===== config.mk =====
export PLATFORM = sky130hd
export DESIGN_NAME = icns_rle24_channel_encoder_core
export DESIGN_NICKNAME = d
export VERILOG_FILES = /design/src/hw/rtl/icnsrle24_pkg.sv /design/src/hw/rtl/icns_rle24_channel_encoder_core.sv /design/src/hw/rtl/icnsrle24_ctrl.sv /design/src/hw/rtl/icnsrle24_dpath.sv
export SDC_FILE = /design/constraint.sdc
export NUM_CORES = 2
export LEC_CHECK = 0
export BUFFER_PORTS_ARGS = -buffer_cell sky130_fd_sc_hd__buf_2
export CORE_AREA = 3 3 382 309
export DETAILED_ROUTE_END_ITERATION = 12
export DIE_AREA = 0 0 385 312
export SLEW_MARGIN = 30
export SYNTH_ARGS = -nofsm -noshare
export SYNTH_HDL_FRONTEND = slang
export SYNTH_SLANG_ARGS = --single-unit

===== constraint.sdc =====
create_clock -name clock -period 4.9 [get_ports clock]
set_input_delay 0.49 -clock clock [delete_from_list [all_inputs] [get_ports clock]]
set_output_delay 0.49 -clock clock [all_outputs]
set_load 0.01 [all_outputs]

===== src/hw/rtl/icnsrle24_pkg.sv =====
// shared types and constants for the icns rle24 channel encoder
// used by icnsrle24_ctrl, icnsrle24_dpath and icns_rle24_channel_encoder_core
`default_nettype none

package icnsrle24_pkg;

   localparam int RUN_DEPTH = 130;
   localparam int BUF_AW    = $clog2(RUN_DEPTH);
   localparam int LEN_W     = 8;
   localparam int LIT_MAX   = 128;
   localparam int REP_MAX   = 130;
   localparam int REP_BIAS  = 125;

   typedef struct packed {
      logic [7:0] channel_byte;
      logic       end_of_channel;
   } req_type;

   typedef struct packed {
      logic [63:0] code_bytes;
      logic [3:0]  byte_count;
      logic        last_word;
      logic        channel_done;
   } rsp_type;

   // where the next code byte comes from
   typedef enum logic [2:0] {
      SRC_HDR1  = 3'd0,
      SRC_HDR2  = 3'd1,
      SRC_MEM   = 3'd2,
      SRC_TAIL1 = 3'd3,
      SRC_TAIL2 = 3'd4
   } src_type;

   typedef struct packed {
      logic              take;
      logic              push;
      src_type           src;
      logic [BUF_AW-1:0] addr;
      logic              last;
      logic              commit;
   } cmd_type;

   typedef struct packed {
      logic              byte_ready;
      logic              seg1;
      logic              tail1;
      logic              eoc;
      logic [BUF_AW-1:0] cnt1;
      logic [BUF_AW-1:0] cnt2;
   } sts_type;

endpackage

`default_nettype wire


===== src/hw/rtl/icns_rle24_channel_encoder_core.sv =====
// icns rle24 encoder for one colour channel: one byte in, packed code words out
// a byte is accepted in ST_IDLE and planned in ST_DISP; its code bytes pass the byte
//   stage and the packer into the output register, eight code bytes to a word
// a byte that finishes no run gives no word; the input stalls until the sequencer is idle,
//   and buffered bytes go one a cycle through the single run buffer read port, less under output stall
// reset: synchronous, active high; clears run length, run type and all handshake state
// depends on icnsrle24_pkg, icnsrle24_ctrl, icnsrle24_dpath
`default_nettype none

module icns_rle24_channel_encoder_core (
   input  wire logic                   clock,
   input  wire logic                   reset,
   // input channel
   input  wire logic                   req_valid,
   output logic                        req_stall,
   input  wire icnsrle24_pkg::req_type req_data,
   // result channel
   output logic                        rsp_valid,
   input  wire logic                   rsp_stall,
   output icnsrle24_pkg::rsp_type      rsp_data
);

   // command and status between the sequencer and the datapath
   icnsrle24_pkg::cmd_type cmd;
   icnsrle24_pkg::sts_type sts;

   // sequencer: one word at a time, walks the header, buffered bytes and tail
   // byte of up to two runs (the run closed by this byte and the end-of-channel flush)
   icnsrle24_ctrl u_ctrl (
      .clock     (clock),
      .reset     (reset),
      .req_valid (req_valid),
      .req_stall (req_stall),
      .cmd       (cmd),
      .sts       (sts)
   );

   // datapath: run state and plan, run buffer, byte stage and eight-lane packer;
   // the output register lets the sequencer run on while a word waits
   icnsrle24_dpath u_dpath (
      .clock     (clock),
      .reset     (reset),
      .req_data  (req_data),
      .cmd       (cmd),
      .sts       (sts),
      .rsp_valid (rsp_valid),
      .rsp_stall (rsp_stall),
      .rsp_data  (rsp_data)
   );

endmodule

`default_nettype wire


===== src/hw/rtl/icnsrle24_ctrl.sv =====
// controller state machine: accepts words and sequences code byte emission
// depends on icnsrle24_pkg
`default_nettype none

module icnsrle24_ctrl (
   input  wire logic                   clock,
   input  wire logic                   reset,
   input  wire logic                   req_valid,
   output logic                        req_stall,
   output icnsrle24_pkg::cmd_type      cmd,
   input  wire icnsrle24_pkg::sts_type sts
);

   typedef enum logic [8:0] {
      ST_IDLE  = 9'b000000001,
      ST_DISP  = 9'b000000010,
      ST_HDR1  = 9'b000000100,
      ST_BODY1 = 9'b000001000,
      ST_TAIL1 = 9'b000010000,
      ST_HDR2  = 9'b000100000,
      ST_BODY2 = 9'b001000000,
      ST_TAIL2 = 9'b010000000,
      ST_FIN   = 9'b100000000
   } state_type;

   state_type                          state_ff, state_in;
   logic [icnsrle24_pkg::BUF_AW-1:0]   idx_ff, idx_in;
   logic                               end1, end2;

   assign end1 = (idx_ff == (sts.cnt1 - 1'b1));
   assign end2 = (idx_ff == (sts.cnt2 - 1'b1));

   always_comb begin
      state_in   = state_ff;
      idx_in     = idx_ff;
      cmd.take   = 1'b0;
      cmd.push   = 1'b0;
      cmd.src    = icnsrle24_pkg::SRC_HDR1;
      cmd.addr   = idx_ff;
      cmd.last   = 1'b0;
      cmd.commit = 1'b0;
      case (state_ff)
         ST_IDLE: begin
            cmd.take = req_valid;
            if (req_valid) begin
               state_in = ST_DISP;
            end
         end
         ST_DISP: begin
            if (sts.seg1) begin
               state_in = ST_HDR1;
            end else if (sts.eoc) begin
               state_in = ST_HDR2;
            end else begin
               cmd.commit = 1'b1;
               state_in   = ST_IDLE;
            end
         end
         ST_HDR1: begin
            cmd.push = 1'b1;
            cmd.src  = icnsrle24_pkg::SRC_HDR1;
            cmd.last = (sts.cnt1 == '0) && !sts.tail1 && !sts.eoc;
            idx_in   = '0;
            if (sts.byte_ready) begin
               if (sts.cnt1 != '0) begin
                  state_in = ST_BODY1;
               end else if (sts.tail1) begin
                  state_in = ST_TAIL1;
               end else if (sts.eoc) begin
                  state_in = ST_HDR2;
               end else begin
                  state_in = ST_FIN;
               end
            end
         end
         ST_BODY1: begin
            cmd.push = 1'b1;
            cmd.src  = icnsrle24_pkg::SRC_MEM;
            cmd.last = end1 && !sts.tail1 && !sts.eoc;
            if (sts.byte_ready) begin
               idx_in = idx_ff + 1'b1;
               if (end1) begin
                  if (sts.tail1) begin
                     state_in = ST_TAIL1;
                  end else if (sts.eoc) begin
                     state_in = ST_HDR2;
                  end else begin
                     state_in = ST_FIN;
                  end
               end
            end
         end
         ST_TAIL1: begin
            cmd.push = 1'b1;
            cmd.src  = icnsrle24_pkg::SRC_TAIL1;
            cmd.last = !sts.eoc;
            if (sts.byte_ready) begin
               state_in = sts.eoc ? ST_HDR2 : ST_FIN;
            end
         end
         ST_HDR2: begin
            cmd.push = 1'b1;
            cmd.src  = icnsrle24_pkg::SRC_HDR2;
            idx_in   = '0;
            if (sts.byte_ready) begin
               state_in = (sts.cnt2 != '0) ? ST_BODY2 : ST_TAIL2;
            end
         end
         ST_BODY2: begin
            cmd.push = 1'b1;
            cmd.src  = icnsrle24_pkg::SRC_MEM;
            if (sts.byte_ready) begin
               idx_in = idx_ff + 1'b1;
               if (end2) begin
                  state_in = ST_TAIL2;
               end
            end
         end
         ST_TAIL2: begin
            cmd.push = 1'b1;
            cmd.src  = icnsrle24_pkg::SRC_TAIL2;
            cmd.last = 1'b1;
            if (sts.byte_ready) begin
               state_in = ST_FIN;
            end
         end
         ST_FIN: begin
            cmd.commit = 1'b1;
            state_in   = ST_IDLE;
         end
         default: begin
            state_in = ST_IDLE;
         end
      endcase
   end

   assign req_stall = (state_ff != ST_IDLE);

   always_ff @(posedge clock) begin
      if (reset) begin
         state_ff <= ST_IDLE;
         idx_ff   <= '0;
      end else begin
         state_ff <= state_in;
         idx_ff   <= idx_in;
      end
   end

endmodule

`default_nettype wire


===== src/hw/rtl/icnsrle24_dpath.sv =====
// datapath: run state, run buffer memory, byte stage, word packer, output register
// depends on icnsrle24_pkg
`default_nettype none

module icnsrle24_dpath (
   input  wire logic                   clock,
   input  wire logic                   reset,
   input  wire icnsrle24_pkg::req_type req_data,
   input  wire icnsrle24_pkg::cmd_type cmd,
   output icnsrle24_pkg::sts_type      sts,
   output logic                        rsp_valid,
   input  wire logic                   rsp_stall,
   output icnsrle24_pkg::rsp_type      rsp_data
);

   localparam int AW = icnsrle24_pkg::BUF_AW;
   localparam int LW = icnsrle24_pkg::LEN_W;

   // run state
   logic [LW-1:0] len_ff;
   logic          rep_ff;
   logic [7:0]    p1_ff, p2_ff;

   // per-word plan
   logic          seg1_ff, tail1_ff, eoc_ff, wr_en_ff;
   logic [AW-1:0] cnt1_ff, cnt2_ff, wr_pos_ff;
   logic [7:0]    hdr1_ff, hdr2_ff, tail1_byte_ff, b_ff;

   logic          seg1_in, tail1_in, rep_in, match;
   logic [AW-1:0] cnt1_in, cnt2_in, wr_pos_in;
   logic [7:0]    hdr1_in, hdr2_in, b;
   logic [LW-1:0] len_in;

   // run buffer
   logic [7:0]    mem [icnsrle24_pkg::RUN_DEPTH];
   logic [7:0]    mem_rd_ff;

   // byte stage
   logic          s1_valid_ff, s1_mem_ff, s1_last_ff, s1_done_ff;
   logic [7:0]    s1_byte_ff, s1_byte_in, cur_byte;
   logic          ld, consume, completes, out_free;

   // packer
   logic [63:0]   acc_ff, merged;
   logic [2:0]    acc_cnt_ff;

   logic                   rsp_valid_ff;
   icnsrle24_pkg::rsp_type rsp_data_ff;

   assign b     = req_data.channel_byte;
   assign match = (len_ff >= LW'(2)) && (b == p1_ff) && (b == p2_ff);

   always_comb begin
      seg1_in   = 1'b0;
      tail1_in  = 1'b0;
      hdr1_in   = '0;
      cnt1_in   = '0;
      len_in    = len_ff;
      rep_in    = rep_ff;
      wr_pos_in = AW'(len_ff);
      if (len_ff == '0) begin
         len_in    = LW'(1);
         rep_in    = 1'b0;
         wr_pos_in = '0;
      end else if (len_ff == LW'(1)) begin
         len_in = LW'(2);
      end else if (len_ff == LW'(2)) begin
         rep_in = match;
         len_in = LW'(3);
      end else if (!rep_ff && (len_ff < LW'(icnsrle24_pkg::LIT_MAX))) begin
         if (match) begin
            // literal part before the last two bytes goes out, repeat run opens
            seg1_in = 1'b1;
            hdr1_in = len_ff - LW'(3);
            cnt1_in = AW'(len_ff - LW'(2));
            len_in  = LW'(3);
            rep_in  = 1'b1;
         end else begin
            len_in = len_ff + 1'b1;
         end
      end else if (rep_ff && (len_ff < LW'(icnsrle24_pkg::REP_MAX))) begin
         if (match) begin
            len_in = len_ff + 1'b1;
         end else begin
            seg1_in   = 1'b1;
            tail1_in  = 1'b1;
            hdr1_in   = len_ff + LW'(icnsrle24_pkg::REP_BIAS);
            len_in    = LW'(1);
            rep_in    = 1'b0;
            wr_pos_in = '0;
         end
      end else begin
         // full run flushed, new literal opens
         seg1_in = 1'b1;
         if (rep_ff) begin
            tail1_in = 1'b1;
            hdr1_in  = len_ff + LW'(icnsrle24_pkg::REP_BIAS);
         end else begin
            hdr1_in = len_ff - 1'b1;
            cnt1_in = AW'(len_ff);
         end
         len_in    = LW'(1);
         rep_in    = 1'b0;
         wr_pos_in = '0;
      end
      if (rep_in) begin
         hdr2_in = len_in + LW'(icnsrle24_pkg::REP_BIAS);
         cnt2_in = '0;
      end else begin
         hdr2_in = len_in - 1'b1;
         cnt2_in = AW'(len_in - 1'b1);
      end
   end

   always_ff @(posedge clock) begin
      if (reset) begin
         len_ff <= '0;
         rep_ff <= 1'b0;
      end else if (cmd.take) begin
         len_ff <= req_data.end_of_channel ? '0 : len_in;
         rep_ff <= req_data.end_of_channel ? 1'b0 : rep_in;
      end
   end

   always_ff @(posedge clock) begin
      if (cmd.take) begin
         p1_ff         <= b;
         p2_ff         <= p1_ff;
         seg1_ff       <= seg1_in;
         tail1_ff      <= tail1_in;
         eoc_ff        <= req_data.end_of_channel;
         wr_en_ff      <= !req_data.end_of_channel;
         cnt1_ff       <= cnt1_in;
         cnt2_ff       <= cnt2_in;
         wr_pos_ff     <= wr_pos_in;
         hdr1_ff       <= hdr1_in;
         hdr2_ff       <= hdr2_in;
         tail1_byte_ff <= p1_ff;
         b_ff          <= b;
      end
   end

   // run buffer, one write and one registered read port
   always_ff @(posedge clock) begin
      if (cmd.commit && wr_en_ff) begin
         mem[wr_pos_ff] <= b_ff;
      end
      if (ld && (cmd.src == icnsrle24_pkg::SRC_MEM)) begin
         mem_rd_ff <= mem[cmd.addr];
      end
   end

   assign out_free  = !rsp_valid_ff || !rsp_stall;
   assign completes = s1_last_ff || (acc_cnt_ff == 3'd7);
   assign consume   = s1_valid_ff && (!completes || out_free);
   assign ld        = cmd.push && sts.byte_ready;
   assign cur_byte  = s1_mem_ff ? mem_rd_ff : s1_byte_ff;

   always_comb begin
      case (cmd.src)
         icnsrle24_pkg::SRC_HDR1:  s1_byte_in = hdr1_ff;
         icnsrle24_pkg::SRC_HDR2:  s1_byte_in = hdr2_ff;
         icnsrle24_pkg::SRC_TAIL1: s1_byte_in = tail1_byte_ff;
         icnsrle24_pkg::SRC_TAIL2: s1_byte_in = b_ff;
         default:                  s1_byte_in = '0;
      endcase
   end

   always_comb begin
      for (int i = 0; i < 8; i++) begin
         merged[8*i +: 8] = (acc_cnt_ff == 3'(i)) ? cur_byte : acc_ff[8*i +: 8];
      end
   end

   always_ff @(posedge clock) begin
      if (ld) begin
         s1_mem_ff  <= (cmd.src == icnsrle24_pkg::SRC_MEM);
         s1_byte_ff <= s1_byte_in;
         s1_last_ff <= cmd.last;
         s1_done_ff <= cmd.last && eoc_ff;
      end
      if (consume && completes) begin
         rsp_data_ff.code_bytes   <= merged;
         rsp_data_ff.byte_count   <= {1'b0, acc_cnt_ff} + 4'd1;
         rsp_data_ff.last_word    <= s1_last_ff;
         rsp_data_ff.channel_done <= s1_done_ff;
      end
   end

   always_ff @(posedge clock) begin
      if (reset) begin
         s1_valid_ff  <= 1'b0;
         rsp_valid_ff <= 1'b0;
         acc_ff       <= '0;
         acc_cnt_ff   <= '0;
      end else begin
         if (ld) begin
            s1_valid_ff <= 1'b1;
         end else if (consume) begin
            s1_valid_ff <= 1'b0;
         end
         if (consume && completes) begin
            rsp_valid_ff <= 1'b1;
         end else if (!rsp_stall) begin
            rsp_valid_ff <= 1'b0;
         end
         if (consume) begin
            if (completes) begin
               acc_ff     <= '0;
               acc_cnt_ff <= '0;
            end else begin
               acc_ff     <= merged;
               acc_cnt_ff <= acc_cnt_ff + 1'b1;
            end
         end
      end
   end

   assign sts.byte_ready = !s1_valid_ff || consume;
   assign sts.seg1       = seg1_ff;
   assign sts.tail1      = tail1_ff;
   assign sts.eoc        = eoc_ff;
   assign sts.cnt1       = cnt1_ff;
   assign sts.cnt2       = cnt2_ff;

   assign rsp_valid = rsp_valid_ff;
   assign rsp_data  = rsp_data_ff;

endmodule

`default_nettype wire


### Word level (Yosys, flattened, before mapping)

Memory sizes are Yosys's and may differ from the RTL's. A register that Yosys moved wholly into a read port is not among the register bits.
Cells that the tools add are included.

| cells by class | value |
|---|---|
| add/sub/neg operators | 12 |
| magnitude comparators | 3 |
| equality and inequality tests | 38 |
| multiplexer cells | 79 |
| reductions and logical operators | 40 |

Operators by type and width:

| cell | number |
|---|---|
| 8-bit two-way mux | 34 |
| 9-bit two-way mux | 12 |
| 9-bit case mux with 8 select lines | 1 |
| 64-bit two-way mux | 1 |
| 8-bit equality test | 4 |
| 8-bit case mux with 4 select lines | 1 |
| 8-bit by 1-bit subtractor with 8-bit output, second input constant | 4 |
| 1-bit two-way mux | 23 |
| 2-bit by 1-bit != test with 1-bit output, second input constant | 10 |
| 4-bit case mux with 5 select lines | 1 |
| 8-bit by 1-bit adder with 8-bit output, second input constant | 2 |
| 8-bit by 7-bit adder with 8-bit output, second input constant | 2 |
| 8-bit zero test | 2 |
| 8-bit < comparator, second input constant | 2 |
| 8-bit case mux with 2 select lines | 1 |
| 8-bit nonzero test | 2 |
| 8-bit by 2-bit subtractor with 8-bit output, second input constant | 2 |
| 3-bit equality test, second input constant | 5 |
| 1-bit logical AND | 14 |
| 3-bit by 2-bit equality test with 1-bit output, second input constant | 4 |
| 6-bit two-way mux | 2 |
| 9-bit by 1-bit equality test with 1-bit output, second input constant | 1 |
| 9-bit by 2-bit equality test with 1-bit output, second input constant | 1 |
| 9-bit by 3-bit equality test with 1-bit output, second input constant | 1 |
| other kinds (26) | 40 |

| storage, ports and cells | value |
|---|---|
| register bits after elaboration | 236 |
| bits in writable memories | 1040 |
| output and inout bits | 72 |
| memories kept | 1 |

Memory list:

| name | depth | width | read ports | clocked after memory_dff | wr ports | line | source |
|---|---|---|---|---|---|---|---|
| u_dpath.mem | 130 | 8 | 1 | 1 | 1 | icnsrle24_dpath.sv:35 | `logic [7:0] mem [icnsrle24_pkg::RUN_DEPTH];` |

### Longest topological paths before layout

| logic depth | value |
|---|---|
| depth in word-level cells | 11 |
| gate-level depth with buffers | 16 |
| gate-level depth less buffers | 14 |

### Hierarchy

From an unflattened synthesis, not the netlist that was laid out.

| second synthesis, totals | value |
|---|---|
| cells, all modules | 2792 |
| area total of the unflattened synthesis | 51401.8 um2 |

By module, submodules not included:

| module | instances | cells each | area an instance (um2) | sequential area each (um2) |
|---|---|---|---|---|
| icnsrle24_dpath | 1 | 2574 | 49782.7 | 37265.7 |
| icnsrle24_ctrl | 1 | 218 | 1619.1 | 340.3 |

### Worst setup path before layout

OpenSTA, ideal clock, no wires.

| timing | value |
|---|---|
| path kind | register to register |
| start | register u_dpath.acc_cnt_ff[0] |
| end | register u_dpath.acc_ff[56] |
| library setup time | 0.120 ns |
| arrival | 4.945 ns |
| required time | 4.780 ns |
| slack | -0.165 ns |
| stages on the path, launching flop included | 9 |
| buffers on the path | 1 |
| clock period less this slack | 5.065 ns |
| path through | dfxtp_1 ha_1 ha_1 clkbuf_1 nor2_1 o21ai_1 nor2_1 nor2_1 and2_1 |

| on the way | value |
|---|---|
| longest elaborated chain between the ends | 5 |
| elaborated cells between the ends (all ways) | 7 |
| those cells by class | eq/ne (1); mux (2); reduce/logical (4) |

Ends and longest elaborated chain:

| what | line | source |
|---|---|---|
| start: declaration | icnsrle24_dpath.sv:45 | `logic [2:0] acc_cnt_ff;` |
| start signal: assignment | icnsrle24_dpath.sv:213 | `acc_cnt_ff <= acc_cnt_ff + 1'b1;` |
| 3-bit equality test (*) | icnsrle24_dpath.sv:154, icnsrle24_dpath.sv:171 |  |
| 1-bit logical OR | icnsrle24_dpath.sv:154 | `assign completes = s1_last_ff \|\| (acc_cnt_ff == 3'd7);` |
| 1-bit zero test | icnsrle24_dpath.sv:155 | `assign consume = s1_valid_ff && (!completes \|\| out_free);` |
| 1-bit logical OR | icnsrle24_dpath.sv:155 |  |
| 1-bit logical AND | icnsrle24_dpath.sv:155 |  |
| end signal: assignment | icnsrle24_dpath.sv:212 | `acc_ff <= merged;` |
| end: declaration | icnsrle24_dpath.sv:44 | `logic [63:0] acc_ff, merged;` |

Every way passes the cells marked *; elsewhere a longest branch is shown, timed or not.
A chain may end at the register's enable or synchronous reset.

### Worst setup path after layout

| timing | value |
|---|---|
| start | register u_dpath.len_ff[2] |
| end | register u_dpath.hdr2_ff[4], data pin |

| on the way | value |
|---|---|
| longest elaborated chain between the ends | 11 |
| elaborated cells between the ends (all ways) | 28 |
| those cells by class | add/sub (3); order compare (3); eq/ne (2); mux (15); reduce/logical (5) |

Ends and longest elaborated chain:

| what | line | source |
|---|---|---|
| start: declaration | icnsrle24_dpath.sv:20 | `logic [LW-1:0] len_ff;` |
| start signal: assignment | icnsrle24_dpath.sv:120 | `len_ff <= req_data.end_of_channel ? '0 : len_in;` |
| 8-bit by 2-bit >= comparator with 1-bit output | icnsrle24_dpath.sv:51 | `assign match = (len_ff >= LW'(2)) && (b == p1_ff) && (b == p2_ff);` |
| 1-bit logical AND (2 in a row) | icnsrle24_dpath.sv:51 |  |
| 8-bit two-way mux | icnsrle24_dpath.sv:82 | `if (match) begin` |
| 8-bit two-way mux | icnsrle24_dpath.sv:81 | `end else if (rep_ff && (len_ff < LW'(icnsrle24_pkg::REP_MAX))) begin` |
| 8-bit two-way mux | icnsrle24_dpath.sv:70 | `end else if (!rep_ff && (len_ff < LW'(icnsrle24_pkg::LIT_MAX))) begin` |
| 8-bit two-way mux | icnsrle24_dpath.sv:67 | `end else if (len_ff == LW'(2)) begin` |
| 8-bit two-way mux | icnsrle24_dpath.sv:65 | `end else if (len_ff == LW'(1)) begin` |
| 8-bit two-way mux | icnsrle24_dpath.sv:61 | `if (len_ff == '0) begin` |
| 8-bit by 1-bit subtractor with 8-bit output / 8-bit by 7-bit adder with 8-bit output (equally long branches) | icnsrle24_dpath.sv:110, icnsrle24_dpath.sv:107 |  |
| 8-bit two-way mux (*) | icnsrle24_dpath.sv:106 | `if (rep_in) begin` |
| net u_dpath.hdr2_in[4] | icnsrle24_dpath.sv:31 | `logic [7:0] hdr1_in, hdr2_in, b;` |
| end signal: assignment | icnsrle24_dpath.sv:137 | `hdr2_ff <= hdr2_in;` |
| end: declaration | icnsrle24_dpath.sv:27 | `logic [7:0] hdr1_ff, hdr2_ff, tail1_byte_ff, b_ff;` |

The timed path passes the listed nets; every way through them passes the cells marked *.

==> flow_summary.json <==
{
  "cts_setup_buffers": 0,
  "synth_edf_count": 1189,
  "finalHoldViolCount": 0,
  "fill_cells": 9235,
  "cts-resized-gates": 0,
  "die_area_um2": 120000,
  "antenna_found_initial": 6,
  "p_leak_nw": 17.6,
  "yosysWarnings": 0,
  "timing.final.crit_share_pct": 77.0,
  "p_sw_w": 0.00473,
  "clk_pin_slew_ns": 0.06,
  "core_um2": 114000,
  "dp_hpwl_um": 80000,
  "drv_slew": 0,
  "cp.required_ns": 5.37,
  "htreeDepth": 3,
  "nets": 3039,
  "fin_util_pct": 50.7,
  "rows": 111,
  "cts_sinks": 1284,
  "tightest_slew_ns": 1.02,
  "ios": 85,
  "clk_latency_ns": 0.72,
  "cts_buffers": 121,
  "hold_slack_ns": 0.147,
  "drt_iter0_drc": 3568,
  "portBuffers": 84,
  "p_seq_share_pct": 55.0,
  "clkPwrFrac_pct": 41.4,
  "syn_nets": 2891,
  "postPlaceCellArea_um2": 53900,
  "firstDrtPassIters": 5,
  "rsz0062_at_grt": "no",
  "slew_headroom_pct": 32.0,
  "start_util_pct": 45.0,
  "critical_path_class": "flop to flop",
  "p_per_area_nw_per_um2": 387,
  "clock_path_buffers": 3,
  "setup_violations": 0,
  "period_minus_slack_ns": 3.78,
  "fin_area_um2": 58000,
  "cp-start-kind": "flop",
  "die_w_um": 385,
  "grt_max_degree": 99,
  "clockRootBuffer": "clkbuf_16",
  "cts_tree": "done",
  "multi_input_area_um2": 13100,
  "routabilityCongestion": 0.906,
  "async_reset_ff_share_pct": 0,
  "viasPerCell": 5.95,
  "syn_inst": 2858,
  "drive_gt1_share_pct": 22.3,
  "grt_pass1_vias": 27282,
  "grt_use_total_pct": 21.0,
  "p_int_w": 0.0177,
  "yosysSeqAreaShare_pct": 73.2,
  "syn_to_final_growth_pct": 12.8,
  "swShare_pct": 21.1,
  "crit_path_end_kind": "flop",
  "cp_max_fo": 14,
  "grt_pass1_wl_um": 186000,
  "clock_skew_ns": 0.0263,
  "arrival_ns": 4.24,
  "status": "finished clean",
  "routed_wl_um": 127000,
  "drc": 0,
  "seqCellArea_um2": 37600,
  "cts_hold_buf": 9,
  "ant_nets": 0,
  "vias": 27578,
  "synth.avg_cell_area_um2": 18.0,
  "r2r_setup_slack_ns": 1.12,
  "setup-tns-final_ns": 0,
  "wl_per_cell_um": 27.3,
  "die_h_um": 312,
  "ir_worst_vdd_mv": 0.406,
  "ys_ff_latch": 1284,
  "grt_overflow_total": 0,
  "min_path_type": "primary input to flop",
  "synthDistinctLibCells": 75,
  "synthesis.area_um2": 51400,
  "p_comb_share_pct": 3.6,
  "max_freq_mhz": 265,
  "cap_violations": 0,
  "ys.flop_type": "edfxtp_1"
}
## power by group through the flow
stage	combinational (W)	sequential (W)	clock (W)
after global placement	0.000781	0.0126	0
after floorplan	0.000268	0.0127	0
final	0.000817	0.0123	0.00929
after CTS	0.000822	0.0123	0.00948
after global routing	0.000889	0.0123	0.00995
after detailed placement	0.000818	0.0126	0
## cells in the mapped netlist (all sizes together), types with 5 or more instances
| library cell | number | area [µm²] |
|---|---|---|
| and2 | 16 | 100 |
| dfxtp | 95 | 1900 |
| xor2 | 20 | 175 |
| a21oi | 82 | 422 |
| nand2 | 127 | 479 |
| a31oi | 5 | 31.3 |
| a221oi | 18 | 158 |
| nand4 | 16 | 100 |
| nor3 | 25 | 130 |
| or2 | 8 | 50.1 |
| o31ai | 5 | 42.5 |
| ha | 20 | 250 |
| nor2 | 279 | 1050 |
| nand2b | 8 | 50.1 |
| nor2b | 15 | 93.8 |
| buf | 69 | 318 |
| nor4b | 5 | 50.0 |
| mux2 | 18 | 203 |
| a211oi | 8 | 60.1 |
| a22oi | 84 | 631 |
| nand3b | 5 | 37.5 |
| o21ai | 110 | 554 |
| inv | 21 | 78.8 |
| a222oi | 9 | 90.1 |
| mux2i | 68 | 681 |
| edfxtp | 1189 | 35700 |
| mux4 | 288 | 6490 |
| clkbuf | 83 | 312 |
| and3 | 11 | 68.8 |
| nand3 | 55 | 285 |
| nor4 | 7 | 43.8 |
| xnor2 | 32 | 280 |
## logic make-up (layout without fill, tap and decap cells)
kind of cell | count (synthesis) | count (layout) | synth area share (%)
AO/OA/AOI/OAI | 357 | 357 | 4.49
XOR/XNOR | 52 | 52 | 0.886
adder cells (fa/ha/maj) | 20 | 20 | 0.487
buffers and inverters | 176 | 428 | 1.40
flip-flops | 1284 | 1284 | 73.2
multiplexers | 374 | 374 | 14.3
other | 0 | 1 | 0
AND/OR/NAND/NOR | 595 | 595 | 5.23
## sequential cells by signal (all words and copies together) (netlist names), 3 cells and up
signal and count:
u_dpath.cnt2_ff 8, u_dpath.p1_ff 8, u_dpath.s1_byte_ff 8, u_dpath.mem_rd_ff 8, u_dpath.p2_ff 8, u_dpath.acc_cnt_ff 3, u_dpath.acc_ff 64, u_dpath.hdr1_ff 8
u_dpath.cnt1_ff 8, u_dpath.wr_pos_ff 8, u_ctrl.state_ff 9, u_dpath.len_ff 8, u_dpath.mem 1040, u_dpath.hdr2_ff 8, u_ctrl.idx_ff 8, u_dpath.rsp_data 70
## path summary, 6_finish.rpt
kind / cells past startpoint / end / start
setup reg to reg: 13 / u_dpath.hdr2_ff[4]$_DFFE_PP_ / u_dpath.len_ff[2]$_SDFFE_PP0P_
hold / removal: 2 / u_dpath.wr_en_ff$_DFFE_PP_ / req_data[0]
hold reg to reg: 0 / u_dpath.rsp_data[0]$_DFFE_PP_ / u_dpath.s1_done_ff$_DFFE_PP_
setup / recovery: 13 / u_dpath.hdr2_ff[4]$_DFFE_PP_ / u_dpath.len_ff[2]$_SDFFE_PP0P_
## cell usage in the layout, fill, tap and decap left out, types with 5 or more instances in the layout
master / n
o21ai_1: 5
a31oi_1: 5
a211oi_1: 8
clkinv_2: 21
dfxtp_1: 91
xnor2_1: 32
nor2_1: 278
a22oi_1: 84
clkinvlp_4: 6
or2_2: 8
a21oi_1: 79
bufinv_16: 12
buf_12: 7
buf_2: 83
nor4_1: 6
buf_4: 73
ha_1: 20
mux2_2: 18
o21ai_0: 103
nand2_1: 124
a222oi_1: 9
xor2_1: 20
clkinv_1: 35
nor2b_1: 13
inv_1: 19
nand3b_1: 5
and3_1: 11
nand3_1: 51
clkbuf_1: 25
a221oi_1: 18
mux4_2: 288
nand2b_1: 8
dlygate4sd3_1: 9
mux2i_1: 66
and2_1: 15
nor3_1: 24
nand4_1: 16
clkbuf_16: 125
edfxtp_1: 1189
## layout make-up
| cell class | instances | share of cell area, % |
|---|---|---|
| clock inverters | 75 | 1.17 |
| inverters | 24 | 0.155 |
| diodes | 1 | 0.00432 |
| well taps | 1525 | 3.29 |
| multi-input cells | 1398 | 22.7 |
| flip-flops and latches | 1284 | 64.9 |
| clock buffers | 152 | 5.61 |
| repair buffers | 177 | 2.18 |
## critical path: stages, from the launching register on
cell and delay, ns:
dfxtp_1 0.49, inv_1 0.26, ha_1 0.24, nor2b_1 0.26, a21oi_1 0.09, nor4_1 0.67
a211oi_1 0.09, a211o_2 0.41, nor2_1 0.23, inv_1 0.08, ha_1 0.26, nor2_1 0.15
a21oi_2 0.07, a22o_1 0.24
## metrics by stage
step | instances | power [W] | setup WS, ns
final | 4636 | 0.0224 | 1.12
after global routing | 4635 | 0.0232 | 0.835
after CTS | 4634 | 0.0226 | 1.24
after detailed placement | 4398 | 0.0134 | 1.18
after global placement | 4397 | 0.0133 | 1.27
after floorplan | 2858 | 0.0130 | 0.386
## routing by layer
| metal | vias up | GRT usage, % | share of wire, % |
|---|---|---|---|
| met5 | - | 0 | 0.015 |
| met4 | 2 | 5.37 | 2.4 |
| met2 | 1239 | 30.9 | 45 |
| met1 | 14340 | 31.3 | 43 |
| li1 | 11803 | - | - |
| met3 | 194 | 5.58 | 9.1 |
(Power assumes the default switching activity.)
